### config.mk
export PLATFORM = sky130hd
export DESIGN_NAME = ipv4_range_to_cidr_splitter_top
export DESIGN_NICKNAME = d
export VERILOG_FILES = /design/src/rtl/core/rcs_pkg.sv /design/src/rtl/core/rcs_front.sv /design/src/rtl/core/rcs_queue.sv /design/src/rtl/core/rcs_walker.sv /design/src/rtl/core/ipv4_range_to_cidr_splitter_top.sv
export SDC_FILE = /design/constraint.sdc
export NUM_CORES = 1
export LEC_CHECK = 0
export ABC_AREA = 1
export BUFFER_PORTS_ARGS = -buffer_cell sky130_fd_sc_hd__buf_2
export CORE_MARGIN = 1.5
export CORE_UTILIZATION = 56
export CTS_CLUSTER_SIZE = 12
export DETAILED_ROUTE_END_ITERATION = 10
export PLACE_DENSITY = 0.77
export SLEW_MARGIN = 40
export SYNTH_ARGS = -nofsm -noshare
export SYNTH_HDL_FRONTEND = slang
export SYNTH_HIERARCHICAL = 1
export SYNTH_SLANG_ARGS = --single-unit
### constraint.sdc
create_clock -name clock -period 5.7 [get_ports clock]
set_input_delay 1.14 -clock clock [delete_from_list [all_inputs] [get_ports clock]]
set_output_delay 1.14 -clock clock [all_outputs]
set_load 0.01 [all_outputs]
### src/rtl/core/rcs_pkg.sv
package rcs_pkg;

   // address width of one range end and one block base
   localparam int ADDR_BITS = 32;
   // prefix length field, holds 0 .. ADDR_BITS
   localparam int CNT_W = 6;
   // address count of a range, holds 1 .. 2**ADDR_BITS
   localparam int REM_W = ADDR_BITS + 1;
   // entries in the queue between front and walker
   localparam int QUEUE_DEPTH = 2;
   localparam int QPTR_W = 1;
   localparam int QCNT_W = 2;

   typedef struct packed {
      logic [ADDR_BITS-1:0] range_low;
      logic [ADDR_BITS-1:0] range_high;
   } req_type;

   typedef struct packed {
      logic [ADDR_BITS-1:0] block_base;
      logic [CNT_W-1:0]     prefix_len;
      logic                 last_block;
   } rsp_type;

   // ordered range as handed to the walker: start address and address count
   typedef struct packed {
      logic [ADDR_BITS-1:0] start_addr;
      logic [REM_W-1:0]     addr_count;
   } work_type;

   // number of trailing zero bits, ADDR_BITS for an all-zero address
   function automatic logic [CNT_W-1:0] trail_zeros(input logic [ADDR_BITS-1:0] v);
      logic [CNT_W-1:0] result;
      result = CNT_W'(ADDR_BITS);
      for (int i = ADDR_BITS - 1; i >= 0; i--) begin
         if (v[i]) begin
            result = CNT_W'(i);
         end
      end
      return result;
   endfunction

   // index of the highest set bit, 0 for zero
   function automatic logic [CNT_W-1:0] floor_log2(input logic [REM_W-1:0] v);
      logic [CNT_W-1:0] result;
      result = '0;
      for (int i = 0; i < REM_W; i++) begin
         if (v[i]) begin
            result = CNT_W'(i);
         end
      end
      return result;
   endfunction

endpackage

### src/rtl/core/rcs_front.sv
module rcs_front (
   input  logic               clock,
   input  logic               reset,
   input  logic               req_valid,
   output logic               req_ready,
   input  rcs_pkg::req_type   req_data,
   output logic               work_valid,
   input  logic               work_ready,
   output rcs_pkg::work_type  work_data
);

   logic              valid_ff, valid_in;
   rcs_pkg::work_type data_ff, data_in;
   logic [rcs_pkg::ADDR_BITS-1:0] lo, hi;
   logic              swap;

   // order the two ends
   always_comb begin
      swap = req_data.range_low > req_data.range_high;
      lo   = swap ? req_data.range_high : req_data.range_low;
      hi   = swap ? req_data.range_low  : req_data.range_high;
   end

   assign req_ready  = !valid_ff || work_ready;
   assign work_valid = valid_ff;
   assign work_data  = data_ff;

   // stage register, address count = hi - lo + 1
   always_comb begin
      valid_in = valid_ff;
      data_in  = data_ff;
      if (work_ready) begin
         valid_in = 1'b0;
      end
      if (req_valid && req_ready) begin
         valid_in           = 1'b1;
         data_in.start_addr = lo;
         data_in.addr_count = {1'b0, hi} - {1'b0, lo} + rcs_pkg::REM_W'(1);
      end
   end

   always_ff @(posedge clock) begin
      if (reset) begin
         valid_ff <= 1'b0;
      end else begin
         valid_ff <= valid_in;
      end
      data_ff <= data_in;
   end

endmodule

### src/rtl/core/rcs_queue.sv
module rcs_queue (
   input  logic               clock,
   input  logic               reset,
   input  logic               push_valid,
   output logic               push_ready,
   input  rcs_pkg::work_type  push_data,
   output logic               pop_valid,
   input  logic               pop_ready,
   output rcs_pkg::work_type  pop_data
);

   rcs_pkg::work_type entry_ff [rcs_pkg::QUEUE_DEPTH];
   logic [rcs_pkg::QPTR_W-1:0] wr_ptr_ff, wr_ptr_in;
   logic [rcs_pkg::QPTR_W-1:0] rd_ptr_ff, rd_ptr_in;
   logic [rcs_pkg::QCNT_W-1:0] count_ff, count_in;
   logic push, pop;

   assign push_ready = count_ff != rcs_pkg::QCNT_W'(rcs_pkg::QUEUE_DEPTH);
   assign pop_valid  = count_ff != '0;
   assign pop_data   = entry_ff[rd_ptr_ff];
   assign push       = push_valid && push_ready;
   assign pop        = pop_valid && pop_ready;

   // pointer and fill count update
   always_comb begin
      wr_ptr_in = push ? wr_ptr_ff + rcs_pkg::QPTR_W'(1) : wr_ptr_ff;
      rd_ptr_in = pop  ? rd_ptr_ff + rcs_pkg::QPTR_W'(1) : rd_ptr_ff;
      count_in  = count_ff;
      if (push && !pop) begin
         count_in = count_ff + rcs_pkg::QCNT_W'(1);
      end else if (pop && !push) begin
         count_in = count_ff - rcs_pkg::QCNT_W'(1);
      end
   end

   always_ff @(posedge clock) begin
      if (reset) begin
         wr_ptr_ff <= '0;
         rd_ptr_ff <= '0;
         count_ff  <= '0;
      end else begin
         wr_ptr_ff <= wr_ptr_in;
         rd_ptr_ff <= rd_ptr_in;
         count_ff  <= count_in;
      end
      if (push) begin
         entry_ff[wr_ptr_ff] <= push_data;
      end
   end

endmodule

### src/rtl/core/rcs_walker.sv
module rcs_walker (
   input  logic               clock,
   input  logic               reset,
   input  logic               work_valid,
   output logic               work_ready,
   input  rcs_pkg::work_type  work_data,
   output logic               rsp_valid,
   input  logic               rsp_ready,
   output rcs_pkg::rsp_type   rsp_data
);

   logic                          busy_ff, busy_in;
   logic [rcs_pkg::ADDR_BITS-1:0] cur_ff, cur_in;
   logic [rcs_pkg::REM_W-1:0]     rem_ff, rem_in;
   logic                          rsp_valid_ff, rsp_valid_in;
   rcs_pkg::rsp_type              rsp_data_ff, rsp_data_in;
   logic [rcs_pkg::CNT_W-1:0]     tz, lg, k;
   logic [rcs_pkg::REM_W-1:0]     step;
   logic                          last, emit;

   assign work_ready = !busy_ff;
   assign rsp_valid  = rsp_valid_ff;
   assign rsp_data   = rsp_data_ff;

   // largest aligned block at the cursor that fits in the remaining count
   always_comb begin
      tz   = rcs_pkg::trail_zeros(cur_ff);
      lg   = rcs_pkg::floor_log2(rem_ff);
      k    = (tz < lg) ? tz : lg;
      step = rcs_pkg::REM_W'(1) << k;
      last = rem_ff == step;
      emit = busy_ff && (!rsp_valid_ff || rsp_ready);
   end

   // load a range, then emit one block per cycle into the output register while it is free or being taken
   always_comb begin
      busy_in      = busy_ff;
      cur_in       = cur_ff;
      rem_in       = rem_ff;
      rsp_valid_in = rsp_valid_ff;
      rsp_data_in  = rsp_data_ff;
      if (rsp_ready) begin
         rsp_valid_in = 1'b0;
      end
      if (!busy_ff) begin
         if (work_valid) begin
            busy_in = 1'b1;
            cur_in  = work_data.start_addr;
            rem_in  = work_data.addr_count;
         end
      end else if (emit) begin
         rsp_valid_in           = 1'b1;
         rsp_data_in.block_base = cur_ff;
         rsp_data_in.prefix_len = rcs_pkg::CNT_W'(rcs_pkg::ADDR_BITS) - k;
         rsp_data_in.last_block = last;
         cur_in  = cur_ff + step[rcs_pkg::ADDR_BITS-1:0];
         rem_in  = rem_ff - step;
         busy_in = !last;
      end
   end

   always_ff @(posedge clock) begin
      if (reset) begin
         busy_ff      <= 1'b0;
         rsp_valid_ff <= 1'b0;
      end else begin
         busy_ff      <= busy_in;
         rsp_valid_ff <= rsp_valid_in;
      end
      cur_ff      <= cur_in;
      rem_ff      <= rem_in;
      rsp_data_ff <= rsp_data_in;
   end

endmodule

### src/rtl/core/ipv4_range_to_cidr_splitter_top.sv
// Splits an inclusive IPv4 range (ends in either order) into the minimal
// ascending list of aligned CIDR blocks, one block per rsp transfer, with
// last_block set on the final one. The front stage orders the ends and
// forms the address count, a two-entry queue holds ranges waiting, and the
// walker loads a range while idle and then emits its blocks (1 to 62 per
// range) one at a time; it takes no new range until the last block of the
// current one is emitted, while further ranges are taken into the front
// stage and queue meanwhile. The walker pauses while a block in the rsp
// output register waits to be taken.
module ipv4_range_to_cidr_splitter_top (
   input  logic              clock,
   input  logic              reset,
   input  logic              req_valid,
   output logic              req_ready,
   input  rcs_pkg::req_type  req_data,
   output logic              rsp_valid,
   input  logic              rsp_ready,
   output rcs_pkg::rsp_type  rsp_data
);

   logic              f_valid, f_ready;
   rcs_pkg::work_type f_data;
   logic              q_valid, q_ready;
   rcs_pkg::work_type q_data;

   // order ends, compute count
   rcs_front u_front (
      .clock      (clock),
      .reset      (reset),
      .req_valid  (req_valid),
      .req_ready  (req_ready),
      .req_data   (req_data),
      .work_valid (f_valid),
      .work_ready (f_ready),
      .work_data  (f_data)
   );

   // decoupling queue
   rcs_queue u_queue (
      .clock      (clock),
      .reset      (reset),
      .push_valid (f_valid),
      .push_ready (f_ready),
      .push_data  (f_data),
      .pop_valid  (q_valid),
      .pop_ready  (q_ready),
      .pop_data   (q_data)
   );

   // block walk
   rcs_walker u_walker (
      .clock      (clock),
      .reset      (reset),
      .work_valid (q_valid),
      .work_ready (q_ready),
      .work_data  (q_data),
      .rsp_valid  (rsp_valid),
      .rsp_ready  (rsp_ready),
      .rsp_data   (rsp_data)
   );

endmodule
# Yosys cells after proc, flatten, opt, wreduce, memory -nomap -nowiden

Memories as Yosys holds them, arrays and structs flattened. A register that Yosys moved wholly into a read port is not among the register bits.
Index checks and enable logic that the tools add are counted.

Memories kept: 1
Bits of input ports: 68
Bits in writable memories: 130
Logic and storage cells: 136
Output and inout port bits: 41
Register bits: 176

Shifts and indexed selects: 1
Add/sub/neg operators: 9
Multiplexer cells: 87
Eq/ne operators: 3
Order comparisons: 2
Reductions and logical operators: 20

Memories:

| memory           | words | width | read ports | clocked after memory_dff | write ports | line            | text |
|---|---|---|---|---|---|---|---|
| u_queue.entry_ff | 2     | 65    | 1          | 1                        | 1           | rcs_queue.sv:12 | `rcs_pkg::work_type entry_ff [rcs_pkg::QUEUE_DEPTH];` |

Operator list:

| operator              | number |
|---|---|
| $mux 6                | 34 |
| $mux 32               | 5 |
| $mux 33               | 3 |
| $mux 5                | 16 |
| $add 33x1->33 const B | 1 |
| $eq 33x33->1          | 1 |
| $shl 1x6->33 const A  | 1 |
| $sub 32x32->33        | 1 |
| $sub 33x33->33        | 1 |
| $add 32x32->32        | 1 |
| $gt 32x32->1          | 1 |
| $mux 4                | 8 |
| $mux 1                | 13 |
| $mux 3                | 4 |
| $mux 2                | 4 |
| $reduce_bool 2->1     | 4 |
| $logic_and 1x1->1     | 6 |
| $logic_not 1->1       | 6 |
| $lt 6x6->1            | 1 |
| $sub 6x6->6 const A   | 1 |
| $ne 2x2->1 const B    | 2 |
| $reduce_and 2->1      | 2 |
| $add 1x1->1 const B   | 2 |
| $add 2x1->2 const B   | 1 |
| 2 further kinds       | 3 |

# Longest topological paths before layout

Gate-level depths: netlist of run 1.

Word-level depth: 39
Depth in mapped cells: 70
Depth with buffers taken out: 70

# By module

Netlist of run 1, hierarchy kept.

Modules (own cells, without submodules):

| module     | cells each | times used | area each (um^2) | sequential area each (um^2) |
|---|---|---|---|---|
| rcs_walker | 1017       | 1          | 8326.7           | 3163.0 |
| rcs_front  | 677        | 1          | 5594.1           | 1971.9 |
| rcs_queue  | 239        | 1          | 5134.9           | 4003.8 |

# Worst setup path before layout of run 1

Ideal clock, no wire load.

Kind: register -> register
Start point: register u_walker/cur_ff[9] in the netlist's numbering
End point: register u_walker/cur_ff[30] in the netlist's numbering (data pin)
Library setup time: 256 ps
Required time: 5444 ps
Path slack: -546 ps
Data arrival time: 5991 ps
Cell stages (with the launch flop): 39
Period minus slack after synthesis: 6246 ps
Cell sequence: edfxtp_1 nor4_1 nand2_1 nor2_1 inv_1 nor4_1 ha_1 nand2_1 nor2_1 a211oi_1 nand2_4 nand2_1 o21a_1 ha_1 ha_1 nand2_1 nor2_1 ha_1 [... 3 more ...] nand3_1 nand2_1 nand3_1 nand2_1 nand3_1 nand2_1 a21oi_1 o31ai_1 nand2_1 inv_1 nor2_2 inv_1 a21oi_1 o21ai_1 inv_1 o41ai_2 xor2_1 o21ai_1

Word-level cells in the longest chain between the ends: 16

RTL lines:

| item                               | line             | text |
|---|---|---|
| from (decl)                        | rcs_walker.sv:13 | `logic [rcs_pkg::ADDR_BITS-1:0] cur_ff, cur_in;` |
| from (signal assigned)             | rcs_walker.sv:70 | `cur_ff <= cur_in;` |
| $mux 6 (10 in series)              | rcs_pkg.sv:36    | `if (v[i]) begin` |
| $lt 6x6->1                         | rcs_walker.sv:29 | `k = (tz < lg) ? tz : lg;` |
| $mux 6                             | rcs_walker.sv:29 |  |
| $shl 1x6->33                       | rcs_walker.sv:30 | `step = rcs_pkg::REM_W'(1) << k;` |
| $add 32x32->32 *                   | rcs_walker.sv:56 | `cur_in = cur_ff + step[rcs_pkg::ADDR_BITS-1:0];` |
| $mux 32 *                          | rcs_walker.sv:51 | `end else if (emit) begin` |
| $mux 32 *                          | rcs_walker.sv:45 | `if (!busy_ff) begin` |
| named net u_walker.cur_in, one bit | rcs_walker.sv:13 |  |

The timed path passes the listed nets; every way through them passes the cells marked *. The select of a mux whose other input is x is not followed.
A chain may end at the register's enable or synchronous reset.

# Worst setup path after layout of run 1

Start point: register u_walker/rem_ff[4] in the netlist's numbering
End point: register u_walker/rem_ff[30] in the netlist's numbering (data pin)

Word-level cells in the longest chain between the ends: 35

RTL lines:

| item                               | line             | text |
|---|---|---|
| from (decl)                        | rcs_walker.sv:14 | `logic [rcs_pkg::REM_W-1:0] rem_ff, rem_in;` |
| from (signal assigned)             | rcs_walker.sv:71 | `rem_ff <= rem_in;` |
| $mux 3 (4 in series)               | rcs_pkg.sv:48    | `if (v[i]) begin` |
| $mux 4 (8 in series)               | rcs_pkg.sv:48    |  |
| $mux 5 (16 in series)              | rcs_pkg.sv:48    |  |
| $mux 6                             | rcs_pkg.sv:48    |  |
| $lt 6x6->1                         | rcs_walker.sv:29 |  |
| $mux 6                             | rcs_walker.sv:29 |  |
| $shl 1x6->33                       | rcs_walker.sv:30 |  |
| $sub 33x33->33 *                   | rcs_walker.sv:57 | `rem_in = rem_ff - step;` |
| $mux 33 *                          | rcs_walker.sv:51 |  |
| $mux 33 *                          | rcs_walker.sv:45 |  |
| named net u_walker.rem_in, one bit | rcs_walker.sv:14 |  |

Marks and branches as above.

==> impl_metrics.toml, run 1 <==
[synthesis]
synthTopCellsByArea = "edfxtp_1, ha_1, nand2_1"
synth_top_area_cell = "edfxtp_1"
syn_area_um2 = 19100
post-synth-top-count-cell = "nand2_1"
synth_commonest_cells = "nand2_1, edfxtp_1, inv_1, ha_1, nor2_1"
synth_ff_type = "edfxtp_1"
synth_fp_nets = 2147
yosysWarningCount = 6
synth_cells = 1933
async_flop_share_pct = 0
avgSynthCellArea_um2 = 9.86
synthDistinctLibCells = 60
synth_top_area_share_pct = 47.1
ys_seq_area_share_pct = 48.0
synth_edf_count = 299
synth-seq-cells = 307

[die]
core_area_um2 = 33500
pin_count = 109
num_rows = 67
dieArea_um2 = 35100
initial_core_util_pct = 56.8
die_width_um = 187
die_h_um = 187

[setup_path]
crit_slowest_cell = "edfxtp_1"
end_kind = "register"
crit_path_frequent_cell = "nand2_1"
r2r_slack_ps = -1240
crit_type = "reg -> reg"
cp.arrival_ps = 7230
startpoint_type = "register"
cp_data_required_time_ps = 5990
regToRegStartpoint = "u_walker/rem_ff[4]"
reg2reg_depth = 70
timing.rr.end = "u_walker/rem_ff[30]"
cp_max_fo = 5
critPathMaxStageDelay_ps = 400

[cts]
cts_root_buf = "clkbuf_16"
insertion_delay_ps = 580
cts_buffers = 31
clock-sinks = 307
tritoncts = "built"
htreeDepth = 1
cts_buffer_depth = 3
hold_buffers = 0
path_clk_slew_ps = 60

[timing]
hold_viol = 0
finalWorstSetupSlack_ps = -1240
clock.fmax_mhz = 144
relSlewSlack_pct = 47.7
timing.final.crit_share_pct = 122
skew_ps = 27.9
fin_crit_ps = 6940
tns_ps = -33740
hold-worst-slack_ps = 439
drv_slew = 0
worst_pin_slew_ps = 784
rsz0062_at_grt = "yes"
final-setup-viol-count = 46

[routing]
drc = 0
wl_per_cell_um = 18.4
drtAntennaViolNets = 0
drt_iter0_drc = 1261
dr.pass1.iters = 8
postRouteWirelength_um = 52400
viasPerCell = 5.51
num_vias = 15717

[placed_design]
dp_cells = 2710
dp_hpwl_um = 35200
portBuffers = 108
gp_congestion = 0.940
place_ws_ps = -942

[global_route]
globalRouteMet2Util_pct = 49.3
grt_pass1_vias = 15229
grtUsageTotal_pct = 27.5
top_usage_layer = "met2"
grt_max_degree = 86
use_met3_pct = 2.50
antenna_found_initial = 0
grt_overflow_total = 0
grt_pass1_wl_um = 76900
use_met1_pct = 34.8

[worst_hold_path]
hold_path_class = "reg -> reg"
hold_start = "u_front/work_data[26]"
worstHoldPathCells = 0
hold_path_end = "u_queue/entry_ff[1][26]"

[status]
status = "complete, but fails checks"
violations = "setup timing"

[finish]
fillers = 2181
final_cell_count_no_fill = 2851
multi_input_area_um2 = 9700
fin_util_pct = 73.4
drive_gt1_share_pct = 35.9
register_area_um2 = 9140
synthToLayoutAreaGrowth_pct = 29.2
fin_nets = 2601
n_antenna_cell = 0

[pwr]
leakage_uw = 0.0110
max-vdd-ir-drop_uv = 384
powerDensity_nw_per_um2 = 567

[job]
maxCapViolCount = 0
state kept, by name, summed over array words and instances, names as in the netlist, named ones only:
name and count:
u_front/work_data 65, u_front/work_valid 1, u_queue/count_ff 2, u_queue/entry_ff 130, u_queue/rd_ptr_ff 1, u_queue/wr_ptr_ff 1, u_walker/busy_ff 1, u_walker/cur_ff 32
u_walker/rem_ff 33, u_walker/rsp_data 39, u_walker/rsp_valid 1
worst max-delay path: cells and delay by family (launching register included):
kind | cells | cell delay, ps
fa+ha+maj | 2 | 420
compound gates | 7 | 1050
simple gates | 52 | 3810
xor+xnor | 1 | 160
buf+inv | 8 | 770
flops | 1 | 400
cell families after synthesis:
| kind of cell | Yosys count | share of synthesized area [%] |
|---|---|---|
| buffers and inverters | 300 | 6.82 |
| flip-flops | 307 | 48.0 |
| AND/OR/NAND/NOR | 705 | 16.4 |
| AO/OA/AOI/OAI | 328 | 10.6 |
| adder cells (fa/ha/maj) | 146 | 9.70 |
| multiplexers | 65 | 4.83 |
| XOR/XNOR | 82 | 3.77 |
layout make-up:
class / count / share of cell area (%)
inverters: 269 / 4.16
flip-flops and latches: 307 / 37.1
multi-input cells: 1326 / 39.4
well taps: 448 / 2.28
clock inverters: 8 / 0.478
repair buffers: 452 / 13.2
clock buffers: 41 / 3.38
repair_timing:
action,in CTS,in global routing
pin swaps,40,82
buffers inserted,74,32
endpoints found under the setup margin,39,52
resized for setup,106,160
how the worst max path moves through the flow:
stage	startpoint	end	slack, ps	depth (start not counted)
2_1_floorplan	u_walker/cur_ff[31]	u_walker/rem_ff[31]	-120	52
3_5_place_dp	u_walker/cur_ff[31]	u_walker/rem_ff[31]	-940	52
3_3_place_gp	u_walker/cur_ff[13]	u_walker/rem_ff[31]	-660	43
5_1_grt	u_walker/rem_ff[2]	u_walker/rem_ff[31]	-1730	68
4_1_cts	u_walker/cur_ff[31]	u_walker/rem_ff[31]	-590	67
6_report	u_walker/rem_ff[4]	u_walker/rem_ff[30]	-1240	70
placed cells by master (no fill, tap or decap), drive strengths merged, types with 4 or more instances in the layout:
master and instances:
a21o 6, ha 143, nor3 14, clkbuf 41
o31ai 4, o21ai 133, a21boi 7, inv 270
xnor2 38, nand4 13, clkinv 4, dfxtp 8
nand3 70, a21oi 134, o21bai 7, mux2 65
o21a 8, nor4 17, nor2 176, buf 452
nand2 409, edfxtp 299, a31oi 7, o211ai 7
xor2 44
layer usage:
layer | wire length, um | part of all wire (%)
met2 | 25900 | 49
met3 | 2950 | 5.6
met4 | 2290 | 4.4
met5 | 0 | 0
met1 | 21300 | 41
report_power, final:
part	leakage, uW	internal (uW)	total [uW]	switching (uW)
Sequential	0.00291	3410	3750	337
Clock	0.000466	1150	1950	809
Combinational	0.00760	3870	8260	4380
metrics by stage:
step                power [uW]  area [um^2]
floorplan                 7380        19100
global placement          9580        21900
detailed placement        9770        21900
CTS                      12700        23800
global route             14600        24600
finish                   14000        24600
Power figures use the tool's default switching activity.
==> run 2, diff against run 1 <==
REMOVE_ABC_BUFFERS = 1   (was default)
==> impl_metrics.toml, run 2 (same netlist as run 1, synthesis figures left out) <==
[setup_path]
cp.arrival_ps = 7150
crit_slowest_cell = "edfxtp_1"
crit_type = "reg -> reg"
critPathMaxStageDelay_ps = 460
r2r_slack_ps = -1160
crit_path_frequent_cell = "nand2_2"
startpoint_type = "register"
end_kind = "register"
cp_data_required_time_ps = 5990
cp_max_fo = 5

[finish]
synthToLayoutAreaGrowth_pct = 27.0
mostFrequentLayoutCells = "nand2_1, edfxtp_1, buf_4, inv_1, ha_1"
largest_register = "u_queue/entry_ff"
fin_area_um2 = 24200
largest_register_ffs = 130
drive_gt1_share_pct = 34.4
fin_util_pct = 72.2
final_common_cell = "nand2_1"
fillers = 2264
n_antenna_cell = 0
fin_nets = 2567
final_cell_count_no_fill = 2813

[cts]
cts_root_buf = "clkbuf_16"
clock-sinks = 307
cts_buffers = 31
tritoncts = "built"
insertion_delay_ps = 580
path_clk_slew_ps = 70
htreeDepth = 1
cts_buffer_depth = 3

[worst_hold_path]
hold_path_class = "reg -> reg"

[routing]
viasPerCell = 5.45
postRouteWirelength_um = 50500
drtAntennaViolNets = 0
dr.pass1.iters = 5
drt_iter0_drc = 1266
num_vias = 15331
drc = 0
wl_per_cell_um = 18.0

[pwr]
netSwitchingFraction_pct = 39.7
powerDensity_nw_per_um2 = 550
max-vdd-ir-drop_uv = 304
leakage_uw = 0.0107
p_comb_share_pct = 58.5
p_int_uw = 8020
pwr-share-clk_pct = 13.3
pwr-share-seq_pct = 28.2
power_switching_uw = 5290

[job]
maxCapViolCount = 0

[placed_design]
dp_cells = 2701
place_ws_ps = -1180
gp_congestion = 0.943
dp_hpwl_um = 35000
placed_area_um2 = 21700
portBuffers = 108

[die]
die_h_um = 187
dieArea_um2 = 35100
die_width_um = 187
pin_count = 109
core_area_um2 = 33500
initial_core_util_pct = 56.8
num_rows = 67

[global_route]
grtUsageTotal_pct = 27.1
grt_pass1_wl_um = 75500
antenna_found_initial = 0
grt_max_degree = 89
grt_overflow_total = 0
grt_pass1_vias = 15127

[timing]
finalWorstSetupSlack_ps = -1160
rsz0062_at_grt = "yes"
tns_ps = -30430
clock.fmax_mhz = 146
fin_crit_ps = 6860
skew_ps = 23.8
timing.final.crit_share_pct = 120
final-setup-viol-count = 44
worst_pin_slew_ps = 803
relSlewSlack_pct = 46.5
drv_slew = 0
hold_viol = 0

[status]
status = "complete, but fails checks"
violations = "setup timing"
[run 2: cell count changes in the layout (fill, tap and decap cells not counted), sizes merged]
cell and change:
inv +1, clkinv +4, clkbuf -6, bufinv -3, buf -34
[run 2: metrics by stage]
step           hold WS [ps]  total power [uW]
6_report                438             13300
5_1_grt                 450             14000
4_1_cts                 442             12400
3_5_place_dp            429              9640
3_3_place_gp            424              9450
2_1_floorplan           421              7240
[run 2: worst paths after layout]
path / depth (start not counted) / start / endpoint
worst max-delay path: 46 / u_walker/rem_ff[11] / u_walker/rem_ff[26]
worst min-delay path: 0 / u_front/work_data[2] / u_queue/entry_ff[1][2]
worst max register to register: 46 / u_walker/rem_ff[11] / u_walker/rem_ff[26]
worst min register to register: 0 / u_front/work_data[2] / u_queue/entry_ff[1][2]
[run 2: area by class of cell]
class	instances	area [um^2]	area share, %
Clock buffer	35	791	3.27
Sequential cell	307	9140	37.8
Tap cell	448	561	2.32
Timing Repair Buffer	418	3010	12.4
Clock inverter	10	48.8	0.202
Inverter	269	1020	4.21
Multi-Input combinational cell	1326	9640	39.8
[run 2: power groups by stage]
stage	registers, uW	clock network, uW	logic [uW]
after global routing	3800	1880	8340
after CTS	3730	1780	6860
final	3750	1770	7780
after detailed placement	3770	0	5880
after floorplan	3860	0	3370
after global placement	3730	0	5720
[run 2: worst max-delay path, delay by kind of cell (launching register included)]
kind | cells | cell delay [ps]
and+or+nand+nor | 21 | 2250
AOI/OAI and AO/OA | 12 | 2080
buffers and inverters | 9 | 1020
DFF | 1 | 460
xor gates and xnor gates | 1 | 110
adders and majority gates | 3 | 620
[run 2: repair_timing]
item,in CTS,in global routing
hold buffers,0,0
setup endpoints to repair,42,54
pin swaps,63,79
setup buffers,56,36
gates resized for setup,153,122
[run 2: routing by layer]
layer  track usage, %  routed length [um]
met2             47.9               25200
met3             3.25                2790
met5                0                   0
met4             7.66                1370
met1             35.1               21100
==> run 3, diff against run 2 <==
CORE_UTILIZATION = 62   (was 56)
PLACE_DENSITY = default   (was 0.77)
PLACE_DENSITY_LB_ADDON = 0.05   (was default)
clock period = 7.82 ns   (was 5.7 ns; I/O delays follow)
==> impl_metrics.toml, run 3 (same netlist as run 1, synthesis figures left out) <==
[global_route]
grt_pass1_wl_um = 64800
antenna_found_initial = 0
grt_overflow_total = 0
grt_max_degree = 76
grtUsageTotal_pct = 26.2
grt_pass1_vias = 13028

[finish]
synthToLayoutAreaGrowth_pct = 9.70
fin_nets = 2272
largest_register = "u_queue/entry_ff"
mostFrequentLayoutCells = "nand2_1, edfxtp_1, inv_1, ha_1"
n_antenna_cell = 0
fillers = 2364
drive_gt1_share_pct = 17.9
largest_register_ffs = 130
final_cell_count_no_fill = 2473
fin_area_um2 = 20900
final_common_cell = "nand2_1"

[timing]
tns_ps = 0
hold_viol = 0
timing.final.crit_share_pct = 94.2
skew_ps = 19.6
final-setup-viol-count = 0
fin_crit_ps = 7370
worst_pin_slew_ps = 798
clock.fmax_mhz = 136
hold-worst-slack_ps = 441
relSlewSlack_pct = 46.8
finalWorstSetupSlack_ps = 450
drv_slew = 0

[die]
initial_core_util_pct = 62.6
die_h_um = 178
num_rows = 64
core_area_um2 = 30400
die_width_um = 178
pin_count = 109
dieArea_um2 = 31800

[pwr]
max-vdd-ir-drop_uv = 209
powerDensity_nw_per_um2 = 361
leakage_uw = 0.00909

[cts]
htreeDepth = 1
cts_root_buf = "clkbuf_16"
cts_buffer_depth = 3
hold_buffers = 0
tritoncts = "built"
path_clk_slew_ps = 60
clock-sinks = 307
cts_buffers = 31
insertion_delay_ps = 560

[placed_design]
dp_hpwl_um = 32300
gp_congestion = 0.936
portBuffers = 108
dp_cells = 2421
placed_area_um2 = 20000
place_ws_ps = 193

[setup_path]
end_kind = "register"
crit_slowest_cell = "fa_1"
critPathMaxStageDelay_ps = 460
cp_max_fo = 8
cp_data_required_time_ps = 8100
crit_path_frequent_cell = "nand2_1"
startpoint_type = "register"
crit_type = "reg -> reg"
cp.arrival_ps = 7650

[routing]
wl_per_cell_um = 16.7
drc = 0
viasPerCell = 5.47
drtAntennaViolNets = 0
num_vias = 13538
dr.pass1.iters = 5
drt_iter0_drc = 897
postRouteWirelength_um = 41400

[status]
status = "finished clean"

[worst_hold_path]
hold_path_class = "reg -> reg"

[job]
maxCapViolCount = 0
[run 3: cell types whose count changed in the layout (fill, tap and decap cells not counted), moves of 15 or more]
| cell | previous run | this run |
|---|---|---|
| a21oi_1 | 106 | 124 |
| buf_4 | 275 | 11 |
| buf_6 | 34 | 4 |
| ha_1 | 118 | 142 |
| ha_4 | 22 | 0 |
| inv_1 | 240 | 255 |
| nand2_1 | 361 | 390 |
| nand2_2 | 36 | 12 |
| nor2_1 | 109 | 124 |
| o21ai_0 | 54 | 88 |
| o21ai_1 | 34 | 6 |
[run 3: area by class of cell]
class                      instances  area (um^2)  area share, %
timing repair buffer             123          668           3.20
multi-input combinational       1326         8700           41.6
tap                              396          495           2.37
inverter                         269         1010           4.85
sequential                       307         9140           43.7
clock buffer                      44          825           3.94
clock inverter                     8         61.3          0.293
[run 3: metrics by stage]
stage | total power, uW | utilization, %
finish | 7540 | 68.7
floorplan | 5280 | -
CTS | 7520 | 68.5
detailed placement | 6160 | 65.6
global route | 8090 | 68.7
global placement | 6090 | 65.6
[run 3: per-layer routing]
layer / share of wire (%) / GRT usage, %
met5: 0 / 0
met4: 2.6 / 7.78
met3: 4.3 / 2.39
met2: 48 / 44.6
met1: 45 / 35.7
[run 3: power breakdown]
group	internal [uW]	switching, uW
sequential	2490	322
clock	755	566
combinational	1300	2110
[run 3: critical path, delay by kind of cell (launching register included)]
family          cells  cell delay [ps]
flops               1              440
xor+xnor            1              180
compound gates     14             2790
buf+inv             7              770
simple gates       14             1560
fa+ha+maj           5             1320
[run 3: what timing repair did]
item | 4_1_cts | 5_1_grt
endpoints found under the setup margin | 0 | 6
gates resized for setup | 0 | 11
buffers inserted | 0 | 0
[run 3: final timing paths]
check	from	end	slack, ps	cells after the start
min reg2reg	u_front/work_data[29]	u_queue/entry_ff[1][29]	440	0
min	u_front/work_data[29]	u_queue/entry_ff[1][29]	440	0
max reg2reg	u_walker/rem_ff[11]	u_walker/cur_ff[30]	450	41
max	u_walker/rem_ff[11]	u_walker/cur_ff[30]	450	41
